===== config.mk =====
export PLATFORM = sky130hd
export DESIGN_NAME = gf256_matrix_column_mix_top
export DESIGN_NICKNAME = d
export VERILOG_FILES = /design/src/design/gmcm_pkg.sv /design/src/design/gf256_matrix_column_mix_top.sv
export SDC_FILE = /design/constraint.sdc
export NUM_CORES = 1
export LEC_CHECK = 0
export ABC_AREA = 1
export BUFFER_PORTS_ARGS = -buffer_cell sky130_fd_sc_hd__buf_4
export CELL_PAD_IN_SITES_DETAIL_PLACEMENT = 1
export CELL_PAD_IN_SITES_GLOBAL_PLACEMENT = 1
export CORE_MARGIN = 4
export CORE_UTILIZATION = 32
export CTS_CLUSTER_SIZE = 30
export DETAILED_ROUTE_END_ITERATION = 7
export PLACE_DENSITY = 0.7
export SETUP_SLACK_MARGIN = 0.3
export SLEW_MARGIN = 10
export SYNTH_ARGS = -nofsm -noshare
export SYNTH_HDL_FRONTEND = slang
export SYNTH_SLANG_ARGS = --single-unit

===== constraint.sdc =====
create_clock -name i_clk -period 8.4 [get_ports i_clk]
set_input_delay 1.68 -clock i_clk [delete_from_list [all_inputs] [get_ports i_clk]]
set_output_delay 1.68 -clock i_clk [all_outputs]
set_load 0.005 [all_outputs]

===== src/design/gmcm_pkg.sv =====
// shared types, constants and field arithmetic for the gf(2^8) column mixer
package gmcm_pkg;

    localparam int unsigned NUM_BYTES = 4;
    localparam int unsigned BYTE_W    = 8;
    localparam int unsigned COL_W     = NUM_BYTES * BYTE_W;
    localparam int unsigned CFG_IDX_W = 2;

    // reducing polynomial x^8+x^4+x^3+x+1
    localparam logic [BYTE_W:0] POLY_REDUCE = 9'h11b;

    // register indexes
    localparam logic [CFG_IDX_W-1:0] REG_MATRIX_ROW0 = 2'd0;
    localparam logic [CFG_IDX_W-1:0] REG_MATRIX_ROW1 = 2'd1;
    localparam logic [CFG_IDX_W-1:0] REG_MATRIX_ROW2 = 2'd2;
    localparam logic [CFG_IDX_W-1:0] REG_MATRIX_ROW3 = 2'd3;

    // standard mixcolumns matrix, entry 0 in the top byte
    localparam logic [COL_W-1:0] MATRIX_ROW0_RESET = 32'h02030101;
    localparam logic [COL_W-1:0] MATRIX_ROW1_RESET = 32'h01020301;
    localparam logic [COL_W-1:0] MATRIX_ROW2_RESET = 32'h01010203;
    localparam logic [COL_W-1:0] MATRIX_ROW3_RESET = 32'h03010102;

    typedef logic [BYTE_W-1:0] t_byte;
    // byte times x^0 .. x^7 for each column element
    typedef t_byte t_powers [NUM_BYTES][BYTE_W];
    // one product per matrix entry, [row][column]
    typedef t_byte t_products [NUM_BYTES][NUM_BYTES];

    // multiply by x with reduction
    function automatic t_byte xtime(input t_byte b);
        t_byte s;
        s = {b[BYTE_W-2:0], 1'b0};
        if (b[BYTE_W-1]) begin
            s = s ^ POLY_REDUCE[BYTE_W-1:0];
        end
        return s;
    endfunction

endpackage


===== src/design/gf256_matrix_column_mix_top.sv =====
// gf(2^8) 4x4 matrix times column mixer, three-stage pipeline
//
// usage
//   input channel : i_valid / o_stall with i_column_in and i_last_column.
//     a column transfers at a rising edge with i_valid high and o_stall low.
//   output channel: o_valid / i_stall with o_column_out and o_last_out.
//     a result transfers at a rising edge with o_valid high and i_stall low.
//   config channel: i_cfg_valid / o_cfg_ready, i_cfg_index selects matrix row
//     0..3, i_cfg_data holds its four entries with entry 0 in bits 31..24.
//     ready is always high; write only while the pipeline is empty.
// timing
//   a transfer passes through the three register stages (x-power expansion,
//   per-entry products, row xor) in that order before o_valid rises. one column
//   is taken every cycle while o_stall is low; a held output backs the stages up.
// reset
//   synchronous active-low i_rst_n empties the pipeline and loads the
//   standard mixcolumns matrix.
// stall
//   a stalled result holds steady in the output register; bubbles in front
//   of it close up, and o_stall rises only once all three stages are full.
module gf256_matrix_column_mix_top
    import gmcm_pkg::*;
(
    input  logic                 i_clk,
    input  logic                 i_rst_n,
    // input channel
    input  logic                 i_valid,
    output logic                 o_stall,
    input  logic [COL_W-1:0]     i_column_in,
    input  logic                 i_last_column,
    // output channel
    output logic                 o_valid,
    input  logic                 i_stall,
    output logic [COL_W-1:0]     o_column_out,
    output logic                 o_last_out,
    // configuration channel
    input  logic                 i_cfg_valid,
    output logic                 o_cfg_ready,
    input  logic [CFG_IDX_W-1:0] i_cfg_index,
    input  logic [COL_W-1:0]     i_cfg_data
);

    // matrix rows, entry 0 of each row in the top byte
    logic [COL_W-1:0] r_matrix [NUM_BYTES];

    // stage valid bits and pass-through flags
    logic r_v1, r_v2, r_v3;
    logic r_last1, r_last2, r_last3;

    // stage payloads
    t_powers          r_pow;
    t_powers          n_pow;
    t_products        r_prod;
    t_products        n_prod;
    logic [COL_W-1:0] r_col_out;
    logic [COL_W-1:0] n_col_out;

    // a stage loads when it is empty or its contents move on
    logic adv1, adv2, adv3;

    assign adv3 = !r_v3 || !i_stall;
    assign adv2 = !r_v2 || adv3;
    assign adv1 = !r_v1 || adv2;

    assign o_stall     = !adv1;
    assign o_cfg_ready = 1'b1;

    // configuration registers
    always_ff @(posedge i_clk) begin
        if (!i_rst_n) begin
            r_matrix[REG_MATRIX_ROW0] <= MATRIX_ROW0_RESET;
            r_matrix[REG_MATRIX_ROW1] <= MATRIX_ROW1_RESET;
            r_matrix[REG_MATRIX_ROW2] <= MATRIX_ROW2_RESET;
            r_matrix[REG_MATRIX_ROW3] <= MATRIX_ROW3_RESET;
        end else if (i_cfg_valid && o_cfg_ready) begin
            r_matrix[i_cfg_index] <= i_cfg_data;
        end
    end

    // stage 1: each column element times x^0 .. x^7
    always_comb begin
        for (int c = 0; c < NUM_BYTES; c++) begin
            n_pow[c][0] = i_column_in[COL_W-1-BYTE_W*c -: BYTE_W];
            for (int k = 1; k < BYTE_W; k++) begin
                n_pow[c][k] = xtime(n_pow[c][k-1]);
            end
        end
    end

    // stage 2: product of each matrix entry with its column element,
    // xor of the x-powers picked by the entry's bits
    always_comb begin
        t_byte m;
        t_byte acc;
        for (int r = 0; r < NUM_BYTES; r++) begin
            for (int c = 0; c < NUM_BYTES; c++) begin
                m   = r_matrix[r][COL_W-1-BYTE_W*c -: BYTE_W];
                acc = '0;
                for (int k = 0; k < BYTE_W; k++) begin
                    acc = acc ^ (r_pow[c][k] & {BYTE_W{m[k]}});
                end
                n_prod[r][c] = acc;
            end
        end
    end

    // stage 3: xor the four products of each row
    always_comb begin
        t_byte acc;
        for (int r = 0; r < NUM_BYTES; r++) begin
            acc = '0;
            for (int c = 0; c < NUM_BYTES; c++) begin
                acc = acc ^ r_prod[r][c];
            end
            n_col_out[COL_W-1-BYTE_W*r -: BYTE_W] = acc;
        end
    end

    // valid bits
    always_ff @(posedge i_clk) begin
        if (!i_rst_n) begin
            r_v1 <= 1'b0;
            r_v2 <= 1'b0;
            r_v3 <= 1'b0;
        end else begin
            if (adv1) begin
                r_v1 <= i_valid;
            end
            if (adv2) begin
                r_v2 <= r_v1;
            end
            if (adv3) begin
                r_v3 <= r_v2;
            end
        end
    end

    // payload registers, loaded only with valid contents
    always_ff @(posedge i_clk) begin
        if (adv1 && i_valid) begin
            r_pow   <= n_pow;
            r_last1 <= i_last_column;
        end
        if (adv2 && r_v1) begin
            r_prod  <= n_prod;
            r_last2 <= r_last1;
        end
        if (adv3 && r_v2) begin
            r_col_out <= n_col_out;
            r_last3   <= r_last2;
        end
    end

    assign o_valid      = r_v3;
    assign o_column_out = r_col_out;
    assign o_last_out   = r_last3;

endmodule


; ---- Yosys cells after proc, flatten, opt, wreduce, memory -nomap -nowiden
; Memory sizes are Yosys's and may differ from the RTL's.
; Index checks and enable logic that the tools add are counted.
[totals]
reg_bits = 422
latch_bits = 0
ram_bits = 128
rom_bits = 0
elab_cells = 387
mem_count = 1
[op_classes]
addsub = 0
multipliers = 0
n_div = 0
order_cmp = 0
n_eq_ne = 0
n_shift = 0
muxes = 35
bitwise = 280
n_reduce_logical = 12
[mem_list]
columns = memory, words, width, rd, rd_ports_with_merged_regs, wr, line_no
row1 = r_matrix, 4, 32, 4, 0, 4, gf256_matrix_column_mix_top.sv:44  ; logic [COL_W-1:0] r_matrix [NUM_BYTES];
[ops]
columns = op, n
row1 = 8-bit bitwise AND, 128
row2 = 8-bit bitwise XOR, 124
row3 = 5-bit two-way mux, 28
row4 = 4-bit inverter, 28
row5 = 32-bit two-way mux, 1
row6 = 32-bit OR reduction, 1
row7 = 1-bit logical NOT, 5
row8 = 1-bit two-way mux, 5
row9 = 1-bit logical AND, 3
row10 = 1-bit logical OR, 3
row11 = 2-bit two-way mux, 1

; ---- Longest topological paths before layout
[logic_depth]
ltp_word = 14
ltp_mapped = 11
ltp_nobuf = 10

; ---- Least setup slack after synthesis
; OpenSTA, ideal clock, no wires.
[synth_path]
path_type = input -> register
from = in i_stall
to = reg r_last1, enable pin
setup_ns = 0.602
t_arrival_ns = 6.962
required_ns = 7.798
setup_slack_ns = 0.836
path_stages = 5
path_buffers = 0
cell_sequence = nand2_1 > nor2_1 > inv_1 > nor2_1 > nor2_1
[synth_between]
elab_chain_cells = 5
[synth_rtl]
columns = element, line_no
row1 = "start, declared", gf256_matrix_column_mix_top.sv:33  ; input logic i_stall,
row2 = 1-bit logical NOT, gf256_matrix_column_mix_top.sv:61  ; assign adv3 = !r_v3 || !i_stall;
row3 = 1-bit logical OR, gf256_matrix_column_mix_top.sv:61
row4 = 1-bit logical OR, gf256_matrix_column_mix_top.sv:62  ; assign adv2 = !r_v2 || adv3;
row5 = 1-bit logical OR, gf256_matrix_column_mix_top.sv:63  ; assign adv1 = !r_v1 || adv2;
row6 = 1-bit logical AND, gf256_matrix_column_mix_top.sv:140  ; if (adv1 && i_valid) begin
row7 = "end signal, assigned", gf256_matrix_column_mix_top.sv:142  ; r_last1 <= i_last_column;
row8 = "end, declared", gf256_matrix_column_mix_top.sv:48  ; logic r_last1, r_last2, r_last3;
; Every way passes these cells.
; A chain may end at the register's enable or synchronous reset.

; ---- Worst setup path after layout
[layout_path]
from = in i_stall
to = out o_stall
[layout_between]
elab_chain_cells = 5
[layout_rtl]
columns = element, line_no
row1 = 1-bit logical NOT, gf256_matrix_column_mix_top.sv:61
row2 = 1-bit logical OR, gf256_matrix_column_mix_top.sv:61
row3 = 1-bit logical OR, gf256_matrix_column_mix_top.sv:62
row4 = 1-bit logical OR, gf256_matrix_column_mix_top.sv:63
row5 = 1-bit logical NOT, gf256_matrix_column_mix_top.sv:65  ; assign o_stall = !adv1;
row6 = "end, declared", gf256_matrix_column_mix_top.sv:28  ; output logic o_stall,
; Every way passes these cells.

==> results.txt <==
----------------------------------------------------
[Run status]
  Status ... finished clean

[Timing]
  Setup_tns ... 0 ns
  Top achievable clock speed ... 0.230 GHz
  Fin crit share ... 0.517
  Number of endpoints with negative hold slack in the final report ... 0
  Final setup fails ... 0
  Unrepaired setup endpoints after global routing ... no
  Final clock skew ... 0.0144 ns
  Max Transition Viols Final ... 0
  Relative slew slack ... 0.227
  Transition time at the pin with the least slew margin ... 1.16 ns
  Post-layout min period ... 4.34 ns

[Global route]
  Largest net degree at the start of global routing ... 81
  First-pass GRT wire length ... 166 mm
  Via count of the first global-routing pass ... 28075
  Total routing resource utilization after global routing ... 0.196
  Number of antenna violations at the first check in global routing ... 2
  Global route total overflow ... 0

[Yosys]
  Number of distinct library cells after synthesis ... 27
  Asr flop ratio synth ... 0
  Number of synthesized flops with an enable pin ... 411
  Dominant synthesized flop cell ... sky130_fd_sc_hd__edfxtp_1
  Sequential share of the synthesized area ... 0.368
  Largest cells by area after synthesis ... sky130_fd_sc_hd__edfxtp_1 37%, sky130_fd_sc_hd__nand2_1 23%, sky130_fd_sc_hd__xnor2_1 16%
  Mean Syn Cell Area ... 7.57 um2
  Biggest area consumer among synthesized cells ... sky130_fd_sc_hd__edfxtp_1
  Post-Syn Instances ... 4450
  Netlist Area Pre-Place ... 33700 um2
  Synth top area share ... 0.366
  Total number of yosys warnings ... 0
  Yosys reg bits ... 414
  Synthesized Nets ... 4522

[Pwr]
  Proportion of total power due to net switching ... 0.369
  Worst IR Drop VDD ... 0.119 mV
  PD cells ... 200 nW/um2
  Combinational group share of total power ... 0.315
  Share of power burned in the clock network ... 0.274
  Leakage power figure ... 0.0157 uW
  Internal power consumption ... 4640 uW
  Sequential Power Share ... 0.411
  Net switching power figure ... 2710 uW

[Clock network]
  Gates resized, CTS repair ... 0
  Cts bufs inserted ... 45
  Clock Root Buffer ... sky130_fd_sc_hd__clkbuf_16
  Number of buffers added to fix hold violations after cts ... 0
  CTS tree ... built
  Clock latency on the worst-skew pair ... 0.60 ns
  Max H-tree Level ... 2
  Clock-pin slew on the worst setup and hold paths ... 0.06 ns
  Number of buffers on the longest clock path ... 3
  Total clock sinks ... 414
  Post-CTS Setup Bufs ... 0

[Die]
  Row count ... 118
  Die span in x ... 333 um
  Die footprint ... 111000 um2
  IO Count ... 108
  Core Box Area ... 104000 um2
  Initial standard-cell utilization of the core ... 0.324
  Vert. Die Dim ... 333 um

[Final layout]
  Final antenna diode count ... 0
  Most frequent standard cell in the layout excluding fill and tap cells ... sky130_fd_sc_hd__nand2_1
  Fraction of the core area covered by cells at the end of the flow ... 0.353
  Proportion of layout cells with a drive suffix above 1 ... 0.0497
  Total number of nets in the final design ... 4440
  Most used cells in the layout excluding fill and tap cells ... 2021 x sky130_fd_sc_hd__nand2_1, 598 x sky130_fd_sc_hd__xnor2_1, 496 x sky130_fd_sc_hd__xor2_1
  Area Overhead vs Synth ... 8.99%
  Non-filler instance count after layout ... 5784

[Drt]
  Detailed Routing Iterations Pass 1 ... 5
  Top routing layer in use ... met4
  Detailed router's first-iteration violation count ... 1908
  Overall via count from detail_route ... 27585
  Met1 wire length ... 47.9 mm
  Routed wire length ... 111 mm
  Via count normalized by instance count ... 4.77
  Routed wire length per instance ... 19.2 um
  Total length of routed met3 wires ... 7.31 mm
  Number of design rule violations left after detail routing ... 0
  Number of antenna-violating nets in the routed design ... 0
  Routed wire length on met2 ... 53.0 mm

[Critical path]
  Kind of critical path ... in -> out
  Data arrival at the endpoint of the critical path ... 2.66 ns
  Crit path max fanout ... 3
  Endpoint required time on the critical path ... 6.72 ns
  Kind of end point of the critical path ... primary output
  Type of origin of the critical path ... input pin

[Placed design]
  Final RePlAce weighted congestion ... 0.805
  Buffers on Ports ... 106
  HPWL after detailed placement ... 84.0 mm
  Number of cells after detailed placement ... 5701

[Hold path]
  Path type of the worst min-delay path ... reg -> reg

[Run]
  Max-cap violations ... 0

----------------------------------------------------
-- cell usage after synthesis, drive strengths merged, types with 3 or more instances --
master,instances
nand3,60
dfxtp,3
inv,248
a21oi,3
buf,55
edfxtp,411
xnor2,598
nand2,2027
clkbuf,184
nor3,26
nand2b,64
xor2,504
nor2,265
-- worst max-delay path, cell delays in order --
cell and delay (ns):
sky130_fd_sc_hd__buf_4 0.19, sky130_fd_sc_hd__nand2_1 0.10, sky130_fd_sc_hd__nor2_1 0.13, sky130_fd_sc_hd__inv_1 0.08, sky130_fd_sc_hd__nor2_1 0.29, sky130_fd_sc_hd__buf_4 0.18
-- logic make-up after synthesis --
| kind of cell | count (synthesis) | share of synthesized area |
|---|---|---|
| and+or+nand+nor | 2443 | 0.284 |
| xor gates and xnor gates | 1102 | 0.289 |
| buffers and inverters | 487 | 0.0580 |
| DFF | 414 | 0.368 |
| AOI/OAI and AO/OA | 3 | 0.000445 |
| other | 1 | 0.000111 |
-- final cells by class --
cell class | count | area [um2]
fillers | 12736 | 67400
multi-input cells | 3549 | 19400
flip-flops and latches | 414 | 12400
well taps | 1380 | 1730
clock buffers | 55 | 1160
inverters | 248 | 933
repair buffers | 110 | 826
clock inverters | 28 | 308
-- state kept, by name (all words and copies together), names as in the netlist --
signal and count:
r_matrix 128, r_prod 128, r_pow 120, o_column_out 32, o_last_out 1, o_valid 1
r_last1 1, r_last2 1, r_v1 1, r_v2 1
-- metal layers --
metal,up-vias,GRT usage
li1,13311,-
met1,13560,0.254
met2,581,0.337
met3,133,0.0399
met4,0,0.0476
met5,-,0
-- power groups by stage --
stage | clock (uW) | combinational [uW] | sequential, uW
6_report | 2020 | 2320 | 3020
5_1_grt | 2150 | 2600 | 3050
4_1_cts | 2050 | 2340 | 3020
3_5_place_dp | 0 | 2320 | 3060
3_3_place_gp | 0 | 2210 | 3060
2_1_floorplan | 0 | 1880 | 2710
-- through the flow --
stage	hold WS, ns	area [um2]	power (uW)	setup WS [ns]
after CTS	0.437	36700	7420	4.04
after global routing	0.449	36700	7800	3.97
after floorplan	0.400	33700	4590	0.836
after detailed placement	0.419	35300	5390	3.78
after global placement	0.416	35300	5270	3.86
final	0.434	36700	7360	4.06
-- worst paths after layout --
kind,from,endpoint,slack [ns],cells after the start
max reg2reg,o_valid,r_pow[176],5.65,7
min reg2reg,r_last1,r_last2,0.43,0
max,i_stall,o_stall,4.06,6
min,r_last1,r_last2,0.43,0
No activity file was read; power rests on OpenSTA's default activity.
